<file path="src/sv/ctld_pkg.sv">
// Package for the terminal line discipline: result kinds, register indexes,
// reset values, special characters and the result record type.
// No dependencies; used by canonical_tty_line_discipline.
package ctld_pkg;

  // Default line buffer depth in bytes.
  localparam int LINE_BYTES_DEF = 512;

  // Field widths.
  localparam int KIND_W   = 4;
  localparam int BYTE_W   = 8;
  localparam int AMOUNT_W = 9;
  localparam int FLAGS_W  = 3;
  localparam int INDEX_W  = 3;

  // Result kinds.
  localparam logic [KIND_W-1:0] KIND_ECHO    = 4'd0;
  localparam logic [KIND_W-1:0] KIND_ERASE   = 4'd1;
  localparam logic [KIND_W-1:0] KIND_INTR    = 4'd2;
  localparam logic [KIND_W-1:0] KIND_SUSP    = 4'd3;
  localparam logic [KIND_W-1:0] KIND_LINE    = 4'd4;
  localparam logic [KIND_W-1:0] KIND_EOF     = 4'd5;
  localparam logic [KIND_W-1:0] KIND_DATA    = 4'd6;
  localparam logic [KIND_W-1:0] KIND_NO_DATA = 4'd7;
  localparam logic [KIND_W-1:0] KIND_REFUSED = 4'd8;

  // Configuration register indexes.
  localparam logic [INDEX_W-1:0] REG_MODE_FLAGS = 3'd0;
  localparam logic [INDEX_W-1:0] REG_INTR_CHAR  = 3'd1;
  localparam logic [INDEX_W-1:0] REG_SUSP_CHAR  = 3'd2;
  localparam logic [INDEX_W-1:0] REG_ERASE_CHAR = 3'd3;
  localparam logic [INDEX_W-1:0] REG_KILL_CHAR  = 3'd4;
  localparam logic [INDEX_W-1:0] REG_EOF_CHAR   = 3'd5;
  localparam logic [INDEX_W-1:0] REG_EOL_CHAR   = 3'd6;

  // Mode flag bit positions.
  localparam int FLAG_SIG   = 0;
  localparam int FLAG_CANON = 1;
  localparam int FLAG_ECHO  = 2;

  // Register reset values.
  localparam logic [FLAGS_W-1:0] RST_MODE_FLAGS = 3'd7;
  localparam logic [BYTE_W-1:0]  RST_INTR_CHAR  = 8'd3;
  localparam logic [BYTE_W-1:0]  RST_SUSP_CHAR  = 8'd26;
  localparam logic [BYTE_W-1:0]  RST_ERASE_CHAR = 8'd8;
  localparam logic [BYTE_W-1:0]  RST_KILL_CHAR  = 8'd21;
  localparam logic [BYTE_W-1:0]  RST_EOF_CHAR   = 8'd4;
  localparam logic [BYTE_W-1:0]  RST_EOL_CHAR   = 8'd10;

  // Fixed special characters.
  localparam logic [BYTE_W-1:0] CH_BS  = 8'h08;
  localparam logic [BYTE_W-1:0] CH_DEL = 8'h7F;
  localparam logic [BYTE_W-1:0] CH_NL  = 8'h0A;

  // One result item.
  typedef struct packed {
    logic [KIND_W-1:0]   kind;
    logic [BYTE_W-1:0]   data_byte;
    logic [AMOUNT_W-1:0] amount;
    logic                echo_on;
    logic                last;
  } res_t;

endpackage

</file>
<file path="src/sv/ctld_ram.sv">
// Generic single-port-write, single-port-read RAM with a registered read.
// No dependencies; used for the line buffer.
module ctld_ram #(
  parameter int WIDTH = 8,
  parameter int DEPTH = 512
) (
  input  logic                     clk,
  input  logic                     we,
  input  logic [$clog2(DEPTH)-1:0] waddr,
  input  logic [WIDTH-1:0]         wdata,
  input  logic                     re,
  input  logic [$clog2(DEPTH)-1:0] raddr,
  output logic [WIDTH-1:0]         rdata
);

  logic [WIDTH-1:0] mem [DEPTH];

  // Write port.
  always_ff @(posedge clk) begin
    if (we) begin
      mem[waddr] <= wdata;
    end
  end

  // Registered read port; data holds until the next read.
  always_ff @(posedge clk) begin
    if (re) begin
      rdata <= mem[raddr];
    end
  end

endmodule

</file>
<file path="src/sv/canonical_tty_line_discipline.sv">
// Top level of the terminal line discipline: control state, line buffer RAM
// and the result queue. Depends on ctld_pkg and ctld_ram.
//
// The block takes one item (a received keyboard byte or a read request) in
// every cycle in which in_stall is low. Line length, read position and
// the line-ready flag sit in registers and are updated on acceptance; the
// line bytes sit in a RAM of LINE_BYTES entries with a registered read.
// Results pass the second stage, where read data is merged, and then a
// four-entry queue. An item may give up to two results while the output
// takes one per cycle, so in_stall rises when more than two results are
// already in flight; with the output free and one result per item the rate
// is one item per cycle. The buffer needs no clearing after reset.
// Configuration writes are always taken (cfg_ready is held high).
module canonical_tty_line_discipline #(
  parameter int LINE_BYTES = ctld_pkg::LINE_BYTES_DEF
) (
  input  logic                           clk,
  input  logic                           rst,
  // Item channel.
  input  logic                           in_valid,
  output logic                           in_stall,
  input  logic                           mode,
  input  logic [ctld_pkg::BYTE_W-1:0]    rx_byte,
  // Result channel.
  output logic                           out_valid,
  input  logic                           out_stall,
  output logic [ctld_pkg::KIND_W-1:0]    kind,
  output logic [ctld_pkg::BYTE_W-1:0]    data_byte,
  output logic [ctld_pkg::AMOUNT_W-1:0]  amount,
  output logic                           echo_on,
  output logic                           last,
  // Configuration write channel.
  input  logic                           cfg_valid,
  output logic                           cfg_ready,
  input  logic [ctld_pkg::INDEX_W-1:0]   cfg_index,
  input  logic [ctld_pkg::BYTE_W-1:0]    cfg_data
);

  localparam int ADDR_W = $clog2(LINE_BYTES);
  localparam int LEN_W  = $clog2(LINE_BYTES + 1);
  localparam int QDEPTH = 4;
  localparam int QPTR_W = 2;
  localparam int QCNT_W = 3;

  // Configuration registers.
  logic [ctld_pkg::FLAGS_W-1:0] mode_flags;
  logic [ctld_pkg::BYTE_W-1:0]  intr_char;
  logic [ctld_pkg::BYTE_W-1:0]  susp_char;
  logic [ctld_pkg::BYTE_W-1:0]  erase_char;
  logic [ctld_pkg::BYTE_W-1:0]  kill_char;
  logic [ctld_pkg::BYTE_W-1:0]  eof_char;
  logic [ctld_pkg::BYTE_W-1:0]  eol_char;

  // Line state.
  logic [LEN_W-1:0] line_length;
  logic [LEN_W-1:0] line_length_next;
  logic [LEN_W-1:0] read_position;
  logic [LEN_W-1:0] read_position_next;
  logic             line_ready;
  logic             line_ready_next;

  // Decode stage outputs.
  logic                   accept;
  logic                   sig_en;
  logic                   canon;
  logic                   echo_en;
  logic [LEN_W-1:0]       len_inc;
  logic [LEN_W-1:0]       pos_inc;
  logic                   is_erase;
  logic                   ram_we;
  logic                   ram_re;
  logic [ctld_pkg::BYTE_W-1:0] ram_rdata;
  ctld_pkg::res_t         res0;
  ctld_pkg::res_t         res1;
  logic [1:0]             res_n;
  logic                   res_mem;

  // Second stage: results waiting for the RAM data.
  logic [1:0]             s1_n;
  logic                   s1_mem;
  ctld_pkg::res_t         s1_r0;
  ctld_pkg::res_t         s1_r1;
  ctld_pkg::res_t         s1_r0_fix;

  // Result queue.
  ctld_pkg::res_t         queue [QDEPTH];
  logic [QPTR_W-1:0]      wr_ptr;
  logic [QPTR_W-1:0]      rd_ptr;
  logic [QCNT_W-1:0]      q_count;
  logic                   pop;

  assign cfg_ready = 1'b1;

  // Configuration writes; indexes past the list are ignored.
  always_ff @(posedge clk) begin
    if (rst) begin
      mode_flags <= ctld_pkg::RST_MODE_FLAGS;
      intr_char  <= ctld_pkg::RST_INTR_CHAR;
      susp_char  <= ctld_pkg::RST_SUSP_CHAR;
      erase_char <= ctld_pkg::RST_ERASE_CHAR;
      kill_char  <= ctld_pkg::RST_KILL_CHAR;
      eof_char   <= ctld_pkg::RST_EOF_CHAR;
      eol_char   <= ctld_pkg::RST_EOL_CHAR;
    end else if (cfg_valid && cfg_ready) begin
      case (cfg_index)
        ctld_pkg::REG_MODE_FLAGS: mode_flags <= cfg_data[ctld_pkg::FLAGS_W-1:0];
        ctld_pkg::REG_INTR_CHAR:  intr_char  <= cfg_data;
        ctld_pkg::REG_SUSP_CHAR:  susp_char  <= cfg_data;
        ctld_pkg::REG_ERASE_CHAR: erase_char <= cfg_data;
        ctld_pkg::REG_KILL_CHAR:  kill_char  <= cfg_data;
        ctld_pkg::REG_EOF_CHAR:   eof_char   <= cfg_data;
        ctld_pkg::REG_EOL_CHAR:   eol_char   <= cfg_data;
        default: ;
      endcase
    end
  end

  // Hold off new items when more than two results are already in flight, so
  // the queue always has room for what the second stage and the new item give.
  assign in_stall = ({1'b0, q_count} + {2'b00, s1_n}) > 4'd2;
  assign accept   = in_valid && !in_stall;

  assign sig_en   = mode_flags[ctld_pkg::FLAG_SIG];
  assign canon    = mode_flags[ctld_pkg::FLAG_CANON];
  assign echo_en  = mode_flags[ctld_pkg::FLAG_ECHO];
  assign len_inc  = line_length + LEN_W'(1);
  assign pos_inc  = read_position + LEN_W'(1);
  assign is_erase = (rx_byte == erase_char) || (rx_byte == ctld_pkg::CH_BS) ||
                    (rx_byte == ctld_pkg::CH_DEL);

  // Decode one item: next line state, buffer access and its results.
  always_comb begin
    line_length_next   = line_length;
    read_position_next = read_position;
    line_ready_next    = line_ready;
    ram_we             = 1'b0;
    ram_re             = 1'b0;
    res0               = '0;
    res1               = '0;
    res_n              = 2'd0;
    res_mem            = 1'b0;
    res0.last          = 1'b1;
    res1.last          = 1'b1;

    if (mode) begin
      // Read one byte of the line.
      res0.kind = ctld_pkg::KIND_NO_DATA;
      res_n     = 2'd1;
      if (canon && !line_ready) begin
        res0.kind = ctld_pkg::KIND_NO_DATA;
      end else if (read_position >= line_length ||
                   read_position >= LEN_W'(LINE_BYTES)) begin
        if (line_ready) begin
          line_length_next   = '0;
          read_position_next = '0;
          line_ready_next    = 1'b0;
        end
      end else begin
        ram_re             = 1'b1;
        res_mem            = 1'b1;
        res0.kind          = ctld_pkg::KIND_DATA;
        res0.last          = pos_inc >= line_length;
        read_position_next = pos_inc;
        if (pos_inc >= line_length) begin
          line_length_next   = '0;
          read_position_next = '0;
          line_ready_next    = 1'b0;
        end
      end
    end else if (line_ready) begin
      // A finished line is still being drained.
      res0.kind = ctld_pkg::KIND_REFUSED;
      res_n     = 2'd1;
    end else if (sig_en && rx_byte == intr_char) begin
      res0.kind    = ctld_pkg::KIND_INTR;
      res0.echo_on = echo_en;
      res_n        = 2'd1;
    end else if (sig_en && rx_byte == susp_char) begin
      res0.kind    = ctld_pkg::KIND_SUSP;
      res0.echo_on = echo_en;
      res_n        = 2'd1;
    end else if (!canon) begin
      // Raw input: store and echo at once.
      if (line_length >= LEN_W'(LINE_BYTES - 1)) begin
        res0.kind = ctld_pkg::KIND_REFUSED;
        res_n     = 2'd1;
      end else begin
        ram_we           = 1'b1;
        line_length_next = len_inc;
        if (echo_en) begin
          res_n = 2'd1;
          if (rx_byte == ctld_pkg::CH_BS || rx_byte == ctld_pkg::CH_DEL) begin
            res0.kind   = ctld_pkg::KIND_ERASE;
            res0.amount = ctld_pkg::AMOUNT_W'(1);
          end else begin
            res0.kind      = ctld_pkg::KIND_ECHO;
            res0.data_byte = rx_byte;
          end
        end
      end
    end else if (is_erase) begin
      if (line_length != '0) begin
        line_length_next = line_length - LEN_W'(1);
        if (echo_en) begin
          res0.kind   = ctld_pkg::KIND_ERASE;
          res0.amount = ctld_pkg::AMOUNT_W'(1);
          res_n       = 2'd1;
        end
      end
    end else if (rx_byte == kill_char) begin
      line_length_next = '0;
      if (line_length != '0 && echo_en) begin
        res0.kind   = ctld_pkg::KIND_ERASE;
        res0.amount = ctld_pkg::AMOUNT_W'(line_length);
        res_n       = 2'd1;
      end
    end else if (rx_byte == eof_char) begin
      res_n = 2'd1;
      if (line_length == '0) begin
        res0.kind = ctld_pkg::KIND_EOF;
      end else begin
        line_ready_next    = 1'b1;
        read_position_next = '0;
        res0.kind          = ctld_pkg::KIND_LINE;
        res0.amount        = ctld_pkg::AMOUNT_W'(line_length);
      end
    end else begin
      // Ordinary byte: store it and check for line completion.
      ram_we           = line_length < LEN_W'(LINE_BYTES);
      line_length_next = len_inc;
      if (rx_byte == ctld_pkg::CH_NL || rx_byte == eol_char ||
          len_inc >= LEN_W'(LINE_BYTES - 1)) begin
        line_ready_next    = 1'b1;
        read_position_next = '0;
        if (echo_en) begin
          res0.kind      = ctld_pkg::KIND_ECHO;
          res0.data_byte = rx_byte;
          res0.last      = 1'b0;
          res1.kind      = ctld_pkg::KIND_LINE;
          res1.amount    = ctld_pkg::AMOUNT_W'(len_inc);
          res_n          = 2'd2;
        end else begin
          res0.kind   = ctld_pkg::KIND_LINE;
          res0.amount = ctld_pkg::AMOUNT_W'(len_inc);
          res_n       = 2'd1;
        end
      end else if (echo_en) begin
        res0.kind      = ctld_pkg::KIND_ECHO;
        res0.data_byte = rx_byte;
        res_n          = 2'd1;
      end
    end
  end

  // Line state registers.
  always_ff @(posedge clk) begin
    if (rst) begin
      line_length   <= '0;
      read_position <= '0;
      line_ready    <= 1'b0;
    end else if (accept) begin
      line_length   <= line_length_next;
      read_position <= read_position_next;
      line_ready    <= line_ready_next;
    end
  end

  // Line buffer. A write lands before any later read issues, so no bypass.
  ctld_ram #(
    .WIDTH (ctld_pkg::BYTE_W),
    .DEPTH (LINE_BYTES)
  ) u_line_ram (
    .clk   (clk),
    .we    (accept && ram_we),
    .waddr (line_length[ADDR_W-1:0]),
    .wdata (rx_byte),
    .re    (accept && ram_re),
    .raddr (read_position[ADDR_W-1:0]),
    .rdata (ram_rdata)
  );

  // Second stage: hold the results while the RAM read completes.
  always_ff @(posedge clk) begin
    if (rst) begin
      s1_n <= 2'd0;
    end else begin
      s1_n <= accept ? res_n : 2'd0;
    end
  end

  always_ff @(posedge clk) begin
    if (accept) begin
      s1_r0  <= res0;
      s1_r1  <= res1;
      s1_mem <= res_mem;
    end
  end

  // Merge the byte read from the buffer into a read result.
  always_comb begin
    s1_r0_fix = s1_r0;
    if (s1_mem) begin
      s1_r0_fix.data_byte = ram_rdata;
    end
  end

  // Result queue: up to two pushes and one pop per cycle.
  assign pop = out_valid && !out_stall;

  always_ff @(posedge clk) begin
    if (s1_n != 2'd0) begin
      queue[wr_ptr] <= s1_r0_fix;
    end
    if (s1_n == 2'd2) begin
      queue[wr_ptr + QPTR_W'(1)] <= s1_r1;
    end
  end

  always_ff @(posedge clk) begin
    if (rst) begin
      wr_ptr  <= '0;
      rd_ptr  <= '0;
      q_count <= '0;
    end else begin
      wr_ptr  <= wr_ptr + QPTR_W'(s1_n);
      rd_ptr  <= rd_ptr + QPTR_W'(pop);
      q_count <= q_count + QCNT_W'(s1_n) - QCNT_W'(pop);
    end
  end

  // Result channel.
  assign out_valid = q_count != '0;
  assign kind      = queue[rd_ptr].kind;
  assign data_byte = queue[rd_ptr].data_byte;
  assign amount    = queue[rd_ptr].amount;
  assign echo_on   = queue[rd_ptr].echo_on;
  assign last      = queue[rd_ptr].last;

endmodule

</file>
<file path="config.mk">
export PLATFORM = sky130hd
export DESIGN_NAME = canonical_tty_line_discipline
export DESIGN_NICKNAME = d
export VERILOG_FILES = /design/src/sv/ctld_pkg.sv /design/src/sv/ctld_ram.sv /design/src/sv/canonical_tty_line_discipline.sv
export SDC_FILE = /design/constraint.sdc
export NUM_CORES = 2
export LEC_CHECK = 0
export BUFFER_PORTS_ARGS = -buffer_cell sky130_fd_sc_hd__buf_2
export CORE_MARGIN = 4
export CORE_UTILIZATION = 55
export CTS_BUF_LIST = sky130_fd_sc_hd__clkbuf_4
export CTS_CLUSTER_DIAMETER = 100
export DETAILED_ROUTE_END_ITERATION = 12
export MAX_ROUTING_LAYER = met4
export PLACE_DENSITY = 0.79
export SETUP_SLACK_MARGIN = 0.3
export SYNTH_ARGS = -nofsm -noshare
export SYNTH_HDL_FRONTEND = slang
export SYNTH_HIERARCHICAL = 1
export SYNTH_MEMORY_MAX_BITS = 65536
export SYNTH_SLANG_ARGS = --single-unit
</file>
<file path="constraint.sdc">
create_clock -name clk -period 7.3 [get_ports clk]
set_input_delay 0.73 -clock clk [delete_from_list [all_inputs] [get_ports clk]]
set_output_delay 0.73 -clock clk [all_outputs]
set_load 0.02 [all_outputs]
</file>
* After elaboration in Yosys (flattened, before gate mapping) *
Memory sizes are Yosys's and may differ from the RTL's. A register that Yosys moved wholly into a read port is not among the register bits.
Index checks and enable logic that the tools add are counted.

word-level totals
  register bits after elaboration = 118
  bits in writable memories = 4188
  input bits = 25
  logic and storage cells = 238
  memories kept = 2

memories
  memory          words  bits a word  rd ports  clocked after Yosys merged registers in  write ports  RTL line                             text
  u_line_ram.mem  512    8            1         1                                        1            ctld_ram.sv:16                       logic [WIDTH-1:0] mem [DEPTH];
  queue           4      23           1         1                                        2            canonical_tty_line_discipline.sv:86  ctld_pkg::res_t queue [QDEPTH];

operators by class
  add/sub/neg operators = 9
  magnitude comparators = 7
  eq/ne operators = 28
  multiplexer cells = 125
  bitwise operators = 4
  reductions and logical operators = 40

operators with widths
  operator               count
  $mux 10                27
  $mux 9                 7
  $mux 1                 62
  $mux 8                 7
  $eq 8x8->1             6
  $mux 21                2
  $mux 4                 8
  $add 10x1->10 const B  2
  $ge 10x10->1           2
  $ge 10x9->1 const B    2
  $mux 17                1
  $eq 8x4->1 const B     2
  $mux 2                 8
  $reduce_and 2->1       7
  $mux 12                1
  $ne 2x2->1 const B     6
  $reduce_and 11->1      1
  $ge 10x10->1 const B   1
  $logic_not 10->1       1
  $lt 10x10->1 const B   1
  $reduce_and 10->1      1
  $reduce_bool 10->1     1
  $reduce_or 10->1       1
  $sub 10x1->10 const B  1
  other kinds (29)       55

* Longest topological paths before layout *
  depth after elaboration = 12
  depth in mapped cells = 14
  gate-level depth less buffers = 12

* Modules after synthesis *
The synthesis kept the hierarchy.

modules (own cells, without submodules)
  module                         instances  cells an instance  area an instance (um^2)
  ctld_ram                       1          8030               160007.2
  canonical_tty_line_discipline  1          1116               11098.1

* Worst setup path after synthesis *
No wires, ideal clock.

  path type = input -> register
  from = input rx_byte[1] (netlist name)
  to = memory u_line_ram.mem[131][0] (enable)
  setup time = 370 ps
  data arrival time = 3395 ps
  data required time = 6930 ps
  path slack = 3535 ps
  stages = 13
  path buffers = 3
  cell sequence = buf_4 -> xnor2_1 -> nand4_1 -> o22a_1 -> buf_6 -> nand2_1 -> nor3_1 -> nand2_1 -> a211oi_1 -> nor3b_1 -> nand3_1 -> clkbuf_1 -> nor2_1

between the ends
  longest elaborated chain between the ends = 12
  elaborated cells between the ends (all ways) = 22
  classes of those cells = 7 x eq/ne; 10 x mux; 5 x reduce/logical

ends and longest elaborated chain
  item                                               RTL line                                                                    text
  start: declaration                                 canonical_tty_line_discipline.sv:23                                         input logic [ctld_pkg::BYTE_W-1:0] rx_byte,
  $eq 8x8->1 (tied with other cells)                 canonical_tty_line_discipline.sv:217                                        end else if (rx_byte == eof_char) begin
  $mux 1 / $logic_or 1x1->1 (equally long branches)  canonical_tty_line_discipline.sv:217, canonical_tty_line_discipline.sv:128
  $mux 1 / $logic_or 1x1->1 (equally long branches)  canonical_tty_line_discipline.sv:210, canonical_tty_line_discipline.sv:128
  $mux 1                                             canonical_tty_line_discipline.sv:201                                        end else if (is_erase) begin
  $mux 1                                             canonical_tty_line_discipline.sv:182                                        end else if (!canon) begin
  $mux 1                                             canonical_tty_line_discipline.sv:178                                        end else if (sig_en && rx_byte == susp_char) begin
  $mux 1 *                                           canonical_tty_line_discipline.sv:174                                        end else if (sig_en && rx_byte == intr_char) begin
  $mux 1 *                                           canonical_tty_line_discipline.sv:170                                        end else if (line_ready) begin
  $mux 1 *                                           canonical_tty_line_discipline.sv:145                                        if (mode) begin
  $logic_and 1x1->1 *                                canonical_tty_line_discipline.sv:274                                        .we (accept && ram_we),
  $mux 1 *                                           ctld_ram.sv:20                                                              if (we) begin
  $mux 1 (implied by the code) *                     ctld_ram.sv:21                                                              mem[waddr] <= wdata;
  end: declaration                                   ctld_ram.sv:16

Mark *: on every way between the ends. The rest lies on a longest branch, timed or not.

* Worst setup path after layout *
  from = input rx_byte[5] (netlist name)
  to = memory u_line_ram.mem[103][6] (enable)

Same word-level chain as after synthesis.

==> results.py <==
metrics = {
    "floorplan": {
        "core_sq_mm": 0.309,
        "rows": 204,
        "dieArea_sq_mm": 0.320,
        "die_x_um": 566,
        "die_h_um": 566,
        "initial_core_util_pct": 55.3,
        "num_io_pins": 51,
    },
    "synth": {
        "synth_top_family_by_area": "multiplexers",
        "synth_seq_cells": 4311,
        "synth_fa_ha_area_share_pct": 0.272,
        "ys.flop_type": "edfxtp_1",
        "async_flop_share_pct": 0,
        "synth-compound-area-share_pct": 5.05,
        "yosys.area_share.simple_pct": 3.64,
        "synthTopCellsByArea": "edfxtp_1, mux4_2, mux2i_1",
        "synth.most_common_cell": "edfxtp_1",
        "synth.distinct_cells": 100,
        "synth_cells": 9146,
        "ys_warn_count": 6,
        "post-synth-top-area-fraction_pct": 73.5,
        "syn_nets": 9207,
        "netlist_area_sq_mm": 0.171,
        "syn_area_per_cell_sq_um": 18.7,
        "synth-xor-area-share_pct": 0.338,
        "synth_edf_count": 4186,
        "yosysSeqAreaShare_pct": 74.9,
        "synth_mux_area_share_pct": 13.7,
        "yosysTopAreaCell": "edfxtp_1",
        "synth_commonest_cells": "edfxtp_1, mux2i_1, mux4_2, nor2_1, o221ai_1",
    },
    "routing": {
        "num_vias": 96800,
        "drc_errors": 0,
        "first_pass_iters": 8,
        "drt_iter0_drc": 16600,
        "m1WireLength_um": 159000,
        "dr_wl_met3_um": 60500,
        "via_per_inst": 6.59,
        "ant_nets": 0,
        "wl_met2_um": 210000,
        "wl_um": 448000,
        "top_layer_used": "met4",
        "wl_per_cell_um": 30.5,
    },
    "setup_path": {
        "worstSetupStartpointType": "input port",
        "r2r-end": "u_line_ram/mem[103][6]",
        "ff2ff_path_depth": 11,
        "crit_start": "rx_byte[5]",
        "required_ns": 8.35,
        "cp.arrival_ns": 6.62,
        "path_max_fanout": 126,
        "endpoint_kind": "register",
        "rrSetupSlack_ns": 2.08,
        "crit_type": "in2reg",
        "timing.rr.start": "erase_char[0]",
    },
    "clock_tree": {
        "root_buffer": "clkbuf_4",
        "cts_buffers": 964,
        "htreeDepth": 6,
        "tritoncts": "yes",
        "cts_buffer_depth": 4,
        "path_clk_slew_ns": 0.06,
        "clock_sinks": 4311,
        "clk_latency_ns": 1.52,
        "postCtsSetupBuffers": 0,
    },
    "power_and_ir_drop": {
        "seqPwrFrac_pct": 58.1,
        "p_int_w": 0.0368,
        "p_sw_w": 0.0103,
        "combPwrFrac_pct": 2.9,
        "power.density_mw_per_mm2": 251,
        "p_clk_share_pct": 39.0,
        "leakage_nw": 56.3,
        "swShare_pct": 21.9,
        "vdd_drop_max_uv": 136,
    },
    "finish": {
        "drive_gt1_share_pct": 23.2,
        "fin_cells": 14700,
        "finalNetCount": 9847,
        "post-route-util_pct": 60.7,
        "n_fill_cell": 21200,
        "area_growth_syn_to_layout_pct": 9.73,
    },
    "sta": {
        "fmax_mhz": 180,
        "drv_slew": 0,
        "setup_tns_ns": 0,
        "slew_headroom_pct": 13.6,
        "rsz0062_at_grt": "false",
        "fin_worst_skew_ns": 0.138,
        "holdWs_ns": 0.187,
        "tightest_slew_ns": 1.30,
        "finalCritPeriodShare_pct": 76.3,
        "finalHoldViolCount": 0,
        "period_minus_slack_ns": 5.57,
        "finalSetupViolations": 0,
    },
    "worst_hold_path": {
        "hold_path_end": "eof_char[3]",
        "min-delay-start": "cfg_data[3]",
        "min_delay_path_depth": 4,
        "hp-class": "in2reg",
    },
    "place": {
        "io_buffers": 49,
        "dp_hpwl_um": 267000,
        "dp_cells": 12900,
        "gp_congestion": 0.997,
    },
    "run": {
        "drv_cap": 0,
    },
    "global_routing": {
        "grt_pass1_wl_um": 650000,
        "grt_usage_pct": 28.6,
        "overflow": 0,
        "grt_start_max_net_pins": 160,
        "grt_pass1_vias": 94400,
        "grt_antenna_before_repair": 18,
    },
    "outcome": {
        "status": "complete, no violations",
    },
}
[critical path: stages]
cell,delay (ns)
dlygate4sd3_1,0.57
buf_8,0.66
xnor2_1,0.20
nand4_1,0.22
o22a_1,0.49
nand2_1,0.18
nor3_1,0.29
nand2_1,0.09
a211oi_1,0.58
and3b_1,0.50
nand3_4,0.77
buf_4,0.54
nor2_1,0.59
[how the worst max path moves through the flow]
stage | to | slack (ns) | depth (start not counted)
after detailed placement | u_line_ram/mem[103][2] | 1.04 | 12
after CTS | u_line_ram/mem[103][0] | 1.98 | 13
after global routing | u_line_ram/mem[87][7] | 1.49 | 13
after floorplan | u_line_ram/mem[131][0] | 3.53 | 13
after global placement | u_line_ram/mem[251][6] | 1.14 | 14
final | u_line_ram/mem[103][6] | 1.73 | 13
[final cells by class]
cell class | count | area [sq um] | area share (%)
clock buffer | 1341 | 10100 | 5.36
sequential | 4311 | 128000 | 68.3
tap | 4120 | 5150 | 2.75
timing repair buffer | 259 | 2320 | 1.23
inverter | 37 | 155 | 0.0826
clock inverter | 382 | 2180 | 1.16
multi-input combinational | 4213 | 39600 | 21.1
antenna | 24 | 60.1 | 0.0320
[power by group through the flow]
stage | sequential [W] | clock (W) | combinational, W
finish | 0.0274 | 0.0184 | 0.00136
global placement | 0.0279 | 0 | 0.00132
CTS | 0.0274 | 0.0187 | 0.00136
global route | 0.0274 | 0.0201 | 0.00145
detailed placement | 0.0279 | 0 | 0.00135
floorplan | 0.0279 | 0 | 0.000592
[flip-flops by register name (all words and copies together), names as in the netlist, 8 cells and up]
signal	cells
u_line_ram/rdata	8
queue	92
kill_char	8
susp_char	8
line_length	10
erase_char	8
eof_char	8
intr_char	8
u_line_ram/mem	4096
s1_r1	10
eol_char	8
s1_r0	23
read_position	10
[per-stage QoR]
stage	total power (W)	cell area [sq um]	worst slack [ns]
final	0.0471	188000	1.73
after global placement	0.0293	175000	1.14
after detailed placement	0.0293	175000	1.04
after CTS	0.0474	188000	1.98
after global routing	0.0489	188000	1.49
after floorplan	0.0285	171000	3.53
[layout by cell type (no fill, tap or decap), types with 53 or more instances in the layout]
cell,count
a21oi_1,245
a22o_1,54
buf_4,144
clkinv_2,78
o221ai_1,375
nand2_1,262
nor2_1,653
xnor2_1,53
o22ai_1,166
nor3_1,129
a22oi_1,61
clkbuf_4,1341
o21ai_0,158
nand3_1,77
edfxtp_1,4186
dfxtp_1,120
mux2i_1,820
clkinv_1,245
mux4_2,677
[layer usage]
metal  GRT usage (%)  up-vias
li1                -    39500
met5               -        -
met3            7.15     1115
met2            42.8     7912
met4            10.8        0
met1            38.3    48300
[cells by family after synthesis]
family / Yosys count
buffers and inverters: 622
other: 1
AND/OR/NAND/NOR: 1391
flip-flops: 4311
XOR/XNOR: 66
adder cells (fa/ha/maj): 36
AO/OA/AOI/OAI: 1219
multiplexers: 1500
[timing repair]
action                                 CTS  global route
endpoints found under the hold margin  512             0
gates resized for setup                  0             0
hold buffers                            41             0
Power figures use the tool's default switching activity.
